**src/sv/vpf_pkg.sv**
```systemverilog
// Package: shared types and fixed-point helpers for the velocity penalty force unit.
`default_nettype none
package vpf_pkg;
	localparam int IW = 64;
	typedef logic signed [IW-1:0] q64_t;
	localparam q64_t Q_MAX = {1'b0, {(IW-1){1'b1}}};
	localparam q64_t Q_MIN = {1'b1, {(IW-1){1'b0}}};

	// what the front hands the back
	typedef struct packed {
		q64_t [2:0] n;
		q64_t [2:0] rel;
		logic       quad;
	} vpf_job_t;

	function automatic q64_t sat_add(input q64_t a, input q64_t b);
		logic signed [IW:0] s;
		s = {a[IW-1], a} + {b[IW-1], b};
		if (s[IW] != s[IW-1]) return s[IW] ? Q_MIN : Q_MAX;
		return s[IW-1:0];
	endfunction

	function automatic q64_t sat_sub(input q64_t a, input q64_t b);
		logic signed [IW:0] s;
		s = {a[IW-1], a} - {b[IW-1], b};
		if (s[IW] != s[IW-1]) return s[IW] ? Q_MIN : Q_MAX;
		return s[IW-1:0];
	endfunction

	function automatic q64_t sat_neg(input q64_t a);
		return (a == Q_MIN) ? Q_MAX : -a;
	endfunction

	function automatic logic [IW-1:0] mag(input q64_t a);
		return a[IW-1] ? (~a + 1'b1) : a;
	endfunction

	function automatic q64_t from_mag(input logic neg, input logic [IW-1:0] m);
		if (neg) return m[IW-1] ? Q_MIN : -$signed(m);
		return m[IW-1] ? Q_MAX : $signed(m);
	endfunction
endpackage
`default_nettype wire

```
**src/sv/vpf_if.sv**
```systemverilog
// Interfaces: input and result channels of the velocity penalty force unit.
`default_nettype none
interface vpf_in_if #(parameter int DATA_WIDTH = 32);
	logic valid;
	logic ready;
	logic signed [DATA_WIDTH-1:0] vel_x, vel_y, vel_z;
	logic signed [DATA_WIDTH-1:0] normal_x, normal_y, normal_z;
	logic signed [DATA_WIDTH-1:0] base_x, base_y, base_z;
	modport source (output valid, vel_x, vel_y, vel_z, normal_x, normal_y, normal_z,
		base_x, base_y, base_z, input ready);
	modport sink (input valid, vel_x, vel_y, vel_z, normal_x, normal_y, normal_z,
		base_x, base_y, base_z, output ready);
endinterface

`default_nettype wire

```
**src/sv/vpf_front.sv**
```systemverilog
// Front end: accepts beats, forms rel and widened normal, queues jobs for the back end.
`default_nettype none
module vpf_front #(
	parameter int DATA_WIDTH = 32
) (
	input  wire  logic        clk,
	input  wire  logic        arst_n,
	vpf_in_if.sink            in_ch,
	input  wire  logic        quad,
	output logic              job_valid,
	input  wire  logic        job_pop,
	output vpf_pkg::vpf_job_t job
);
	import vpf_pkg::*;
	localparam int DEPTH = 2;
	vpf_job_t   fifo_q [DEPTH];
	logic       wp_q, rp_q;
	logic [1:0] cnt_q;
	vpf_job_t   nj;

	function automatic q64_t sx(input logic signed [DATA_WIDTH-1:0] v);
		return q64_t'(v);
	endfunction

	always_comb begin
		nj.n[0] = sx(in_ch.normal_x);
		nj.n[1] = sx(in_ch.normal_y);
		nj.n[2] = sx(in_ch.normal_z);
		nj.rel[0] = sat_sub(sx(in_ch.vel_x), sx(in_ch.base_x));
		nj.rel[1] = sat_sub(sx(in_ch.vel_y), sx(in_ch.base_y));
		nj.rel[2] = sat_sub(sx(in_ch.vel_z), sx(in_ch.base_z));
		nj.quad = quad;
	end

	assign in_ch.ready = cnt_q != 2'(DEPTH);
	assign job_valid = cnt_q != 2'd0;
	assign job = fifo_q[rp_q];

	always_ff @(posedge clk) begin
		if (in_ch.valid && in_ch.ready) fifo_q[wp_q] <= nj;
	end

	always_ff @(posedge clk or negedge arst_n) begin
		if (!arst_n) begin
			wp_q <= 1'b0;
			rp_q <= 1'b0;
			cnt_q <= '0;
		end else begin
			if (in_ch.valid && in_ch.ready) wp_q <= ~wp_q;
			if (job_pop) rp_q <= ~rp_q;
			cnt_q <= cnt_q + 2'(in_ch.valid && in_ch.ready) - 2'(job_pop);
		end
	end
endmodule
`default_nettype wire

```
**src/flat_wrapper.sv**
```systemverilog
// flat-port wrapper written by rule: the top's interface ports become plain ports
module vpf_front_flat import vpf_pkg::*;
#(
	parameter int DATA_WIDTH = 32
)
  (clk, arst_n, quad, job_valid, job_pop, job, in_ch_valid, in_ch_vel_x, in_ch_vel_y, in_ch_vel_z, in_ch_normal_x, in_ch_normal_y, in_ch_normal_z, in_ch_base_x, in_ch_base_y, in_ch_base_z, in_ch_ready);
  vpf_in_if #(.DATA_WIDTH(DATA_WIDTH)) in_ch_i ();
  input  wire  logic clk;
  input  wire  logic arst_n;
  input  wire  logic quad;
  output logic job_valid;
  input  wire  logic job_pop;
  output vpf_pkg::vpf_job_t job;
  input wire logic [$bits(in_ch_i.valid)-1:0] in_ch_valid;
  input wire logic [$bits(in_ch_i.vel_x)-1:0] in_ch_vel_x;
  input wire logic [$bits(in_ch_i.vel_y)-1:0] in_ch_vel_y;
  input wire logic [$bits(in_ch_i.vel_z)-1:0] in_ch_vel_z;
  input wire logic [$bits(in_ch_i.normal_x)-1:0] in_ch_normal_x;
  input wire logic [$bits(in_ch_i.normal_y)-1:0] in_ch_normal_y;
  input wire logic [$bits(in_ch_i.normal_z)-1:0] in_ch_normal_z;
  input wire logic [$bits(in_ch_i.base_x)-1:0] in_ch_base_x;
  input wire logic [$bits(in_ch_i.base_y)-1:0] in_ch_base_y;
  input wire logic [$bits(in_ch_i.base_z)-1:0] in_ch_base_z;
  output wire logic [$bits(in_ch_i.ready)-1:0] in_ch_ready;
  assign in_ch_i.valid = in_ch_valid;
  assign in_ch_i.vel_x = in_ch_vel_x;
  assign in_ch_i.vel_y = in_ch_vel_y;
  assign in_ch_i.vel_z = in_ch_vel_z;
  assign in_ch_i.normal_x = in_ch_normal_x;
  assign in_ch_i.normal_y = in_ch_normal_y;
  assign in_ch_i.normal_z = in_ch_normal_z;
  assign in_ch_i.base_x = in_ch_base_x;
  assign in_ch_i.base_y = in_ch_base_y;
  assign in_ch_i.base_z = in_ch_base_z;
  assign in_ch_ready = in_ch_i.ready;
  vpf_front #(.DATA_WIDTH(DATA_WIDTH)) u_core (.clk(clk), .arst_n(arst_n), .in_ch(in_ch_i), .quad(quad), .job_valid(job_valid), .job_pop(job_pop), .job(job));
endmodule
```
**config.mk**
```make
export PLATFORM = sky130hd
export DESIGN_NAME = vpf_front_flat
export DESIGN_NICKNAME = d
export VERILOG_FILES = /design/src/sv/vpf_pkg.sv /design/src/sv/vpf_if.sv /design/src/sv/vpf_front.sv /design/src/flat_wrapper.sv
export SDC_FILE = /design/constraint.sdc
export NUM_CORES = 1
export LEC_CHECK = 0
export ABC_CLOCK_PERIOD_IN_PS = 14200
export BUFFER_PORTS_ARGS = -buffer_cell sky130_fd_sc_hd__buf_2
export CAP_MARGIN = 30
export CORE_AREA = 5 5 260 262
export CTS_BUF_LIST = sky130_fd_sc_hd__clkbuf_4 sky130_fd_sc_hd__clkbuf_8
export CTS_CLUSTER_DIAMETER = 200
export DETAILED_ROUTE_END_ITERATION = 7
export DIE_AREA = 0 0 265 267
export PLACE_DENSITY_LB_ADDON = 0.12
export SLEW_MARGIN = 10
export SYNTH_ARGS = -nofsm -noshare
export SYNTH_HDL_FRONTEND = slang
export SYNTH_SLANG_ARGS = --single-unit
```
**constraint.sdc**
```tcl
create_clock -name clk -period 14.2 [get_ports clk]
set_clock_uncertainty 0.05 [all_clocks]
set_input_delay 2.13 -clock clk [delete_from_list [all_inputs] [get_ports clk]]
set_output_delay 2.13 -clock clk [all_outputs]
set_load 0.03 [all_outputs]
```
==> Word-level counts from Yosys, hierarchy flattened <==
Memories as Yosys holds them, arrays and structs flattened.
Cells that the tools add are included.
W data, S select, Z words.
{ "totals": {"wordCells": 31, "output_inout_bits": 387, "reg_bits": 4, "mem_count": 1, "mem_bits_rw": 770} }
{ "op_classes": {"add_sub_neg": 5, "n_reduce_logical": 2, "n_bitwise": 2, "n_mux": 14, "eq_ne": 4} }
{ "mem_list": {"columns": ["name", "depth", "word_bits", "rd", "rd_clocked_by_memory_dff", "write_ports", "line", "source"], "rows": [
  ["u_core.fifo_q", 2, 385, 1, 0, 1, "vpf_front.sv:16", "vpf_job_t fifo_q [DEPTH];"]
]} }
{ "op_table": {"columns": ["op", "n"], "rows": [
  ["$mux W64", 9],
  ["$sub A32 B32 Y33", 3],
  ["$mux W1", 5],
  ["$ne A1 B1 Y1", 3],
  ["$add A2 B1 Y2", 1],
  ["$ne A2 B2 Y1 const B", 1],
  ["$not A1 Y1", 2],
  ["$reduce_bool A2 Y1", 1],
  ["$sub A2 B1 Y2", 1],
  ["$logic_and A1 B1 Y1", 1]
]} }

==> Logic depth before layout (Yosys ltp) <==
{ "depth": {"ltp_word": 4, "depth_mapped": 11, "mapped_depth_nobuf": 11} }

==> Worst setup path before layout <==
No wires, ideal clock.
{ "synth_timing": {"path_type": "input to register", "from": "input in_ch_valid", "to": "memory u_core.fifo_q[0][0] (netlist name), enable pin", "slack_ns": 3.039, "arrival_ns": 10.355, "n_path_buf": 0, "t_required_ns": 13.394, "cell_stages": 2, "path_cell_list": "nand2_1 nor2_1"} }
{ "synth_between": {"elab_chain_len": 3} }
{ "synth_lines": {"columns": ["element", "line", "source"], "rows": [
  ["start, declared", "flat_wrapper.sv:14", "input wire logic [$bits(in_ch_i.valid)-1:0] in_ch_valid;"],
  ["$logic_and A1 B1 Y1", "vpf_front.sv:40", "if (in_ch.valid && in_ch.ready) fifo_q[wp_q] <= nj;"],
  ["$mux W1", "vpf_front.sv:40", null],
  ["$mux W1 (not written as such)", "vpf_front.sv:40", null],
  ["end, declared", "vpf_front.sv:16", null]
]} }
Every way passes these cells.

==> results.yml <==
die:
  fp.coreArea_sq_um: 65200
  die_y_microns: 267
  rows: 94
  dieArea_sq_um: 70800
  io_pins: 680
  initial_core_util: 0.325
  die_w_microns: 265
worst_setup_path:
  worst_setup_path_start_kind: "register"
  cp_slowest_cell: "dfrtp_4"
  crit_type: "reg2out"
  cp_common_cell: "buf_4"
  ff2ff_setup_slack_ns: 11.10
  critPathArrivalTime_ns: 3.61
  required_ns: 12.02
  critical_path.cell_chain: "buf_16 > buf_4 > buf_4 > mux2_2 > buf_2"
  worst_path_largest_cell_delay_ns: 0.66
  critical_path.max_fanout: 52
  critPathCaptureType: "primary output"
cts:
  clockBufferDepth: 3
  cts_sinks: 396
  cts-htree-levels: 3
  insertion_delay_ns: 0.63
  clkSlewWorstSetupHoldPaths_ns: 0.06
  tritoncts: "yes"
  cts_buffers: 74
  cts_resized: 0
  holdBufCountCts: 0
  post-cts-setup-buffers: 0
  cts_root_buffer: "clkbuf_8"
global_route:
  grt_pass1_vias: 14400
  track_usage: 0.157
  grt_max_degree: 65
  grt_pass1_wl_microns: 86100
  gr-total-overflow: 0
  antenna_found_initial: 13
layout:
  nNetsFinal: 2567
  final_cell_mix: "buf_2, edfxtp_1, mux2_2"
  area_delta_synth_final_pct: 21.1
  fillers: 6473
  fin_cells: 3103
  final_common_cell: "buf_2"
  fin_area_sq_um: 25700
  drive_gt1_frac: 0.459
yosys:
  synth_edf_count: 392
  syn_inst: 1638
  synth_area_leader_cell: "edfxtp_1"
  yosys-top-cells-area: "edfxtp_1, mux2_2, buf_4"
  synthMuxAreaShare: 0.104
  yosysTopAreaCellShare: 0.556
  synth_top_family_by_area: "multiplexers"
  synth_top_flop_cell: "edfxtp_1"
  ys_async_sr_fraction: 0.0101
  yosys.area_share.adder: 0.0607
  synth_nets: 2032
  synth_compound_area_frac: 0.0898
  synth_xor_area_frac: 0.0368
  ys_warn_count: 0
  syn_area_sq_um: 21200
  yosysSeqAreaShare: 0.560
  synth_cell_types: 77
  ys_seq_elements: 396
  synth_simple_gate_area_share: 0.0509
  syn_avg_cell_area_sq_um: 12.9
job:
  cap_violations: 0
drt:
  ant_nets: 0
  dr_wl_met3_microns: 4480
  vias_per_cell: 4.59
  drtIter0Drc: 753
  dr.pass1.iters: 4
  highest_layer: "met5"
  wl_met1_microns: 23500
  drcViolationCount: 0
  wl_microns: 59400
  dr_wl_met2_microns: 30200
  route.detailed.wl_per_inst_microns: 19.2
  num_vias: 14300
power_and_ir_drop:
  finalPower_mw: 5.46
  power.leakage_nw: 10.9
  power.density_nw_per_um2: 213
  peakVddDrop_uv: 138
sta:
  setup_viol: 0
  tns_ns: 0
  whs_ns: 0.452
  min_period_ns: 5.79
  final_max_slew_viol_count: 0
  max_slew.worst_pin.slew_ns: 0.971
  timing.slew.headroom: 0.352
  finalHoldViolCount: 0
  fmax_ghz: 0.173
  period_share: 0.408
  rsz0062_at_grt: "false"
place:
  dp_hpwl_microns: 45200
  place_area_sq_um: 24200
  dp.cells: 2960
  gp_congestion: 0.858
  portBuffers: 679
hold_path:
  hp-class: "reg2reg"
outcome:
  outcome: "finished clean"
[report_power, final]
part           leakage [nW]  internal (mW)  switching [mW]
Sequential             3.69           1.65          0.0666
Clock                 0.746          0.570           0.487
Combinational          6.46          0.774            1.91
[layout make-up]
type	count	area, sq um	area share
diodes	8	20.0	0.000780
clock buffers	96	1180	0.0461
clock inverters	38	238	0.00927
inverters	127	477	0.0186
multi-input cells	884	7270	0.283
flip-flops and latches	396	11900	0.463
well taps	864	1080	0.0421
repair buffers	690	3510	0.137
[cells in the mapped netlist, types with 15 or more instances]
cell type  instances
nand3_1           16
nand2b_1          15
mux2_2           196
a21o_1            37
nand2_1           75
nand4_1           16
o21ai_0           32
xor2_1            33
xnor2_1           56
clkbuf_1          39
ha_1              98
inv_1            127
edfxtp_1         392
buf_4            189
nor2_1            55
a21oi_1           82
[worst paths after layout]
check	startpoint	end	cells past startpoint
min in group asynchronous	arst_n	u_core.cnt_q[1]	1
worst max register to register	u_core.cnt_q[1]	u_core.fifo_q[1][81]	4
max in group asynchronous	arst_n	u_core.rp_q	1
worst min-delay path	u_core.cnt_q[1]	u_core.cnt_q[1]	1
worst max-delay path	u_core.rp_q	job[237]	5
worst min register to register	u_core.cnt_q[1]	u_core.cnt_q[1]	1
[critical path, delay by kind of cell (launching register included)]
kind	cells	cell delay (ns)
flops	1	0.66
mux	1	0.54
buf+inv	4	1.67
[state kept, by name (all words and copies together) (netlist names)]
| signal | cells |
|---|---|
| u_core.cnt_q | 2 |
| u_core.wp_q | 1 |
| u_core.rp_q | 1 |
| u_core.fifo_q | 392 |
[layer usage]
layer / global-route usage / up-vias
li1: - / 6877
met1: 0.186 / 6823
met2: 0.275 / 467
met3: 0.0465 / 80
met4: 0.0502 / 8
met5: 0 / -
[cell families (layout without fill, tap and decap cells)]
logic type	after synthesis	count (layout)
xor gates and xnor gates	89	89
adders and majority gates	101	101
and+or+nand+nor	225	225
other	0	8
muxes	196	196
DFF	396	396
buffers and inverters	358	951
AOI/OAI and AO/OA	273	273
[through the flow]
step                utilization  setup slack [ns]
floorplan                     -              3.04
global placement          0.371              8.71
detailed placement        0.371              8.94
CTS                       0.393              8.22
global route              0.394              8.10
finish                    0.394              8.41
No activity file was read; power rests on OpenSTA's default activity.
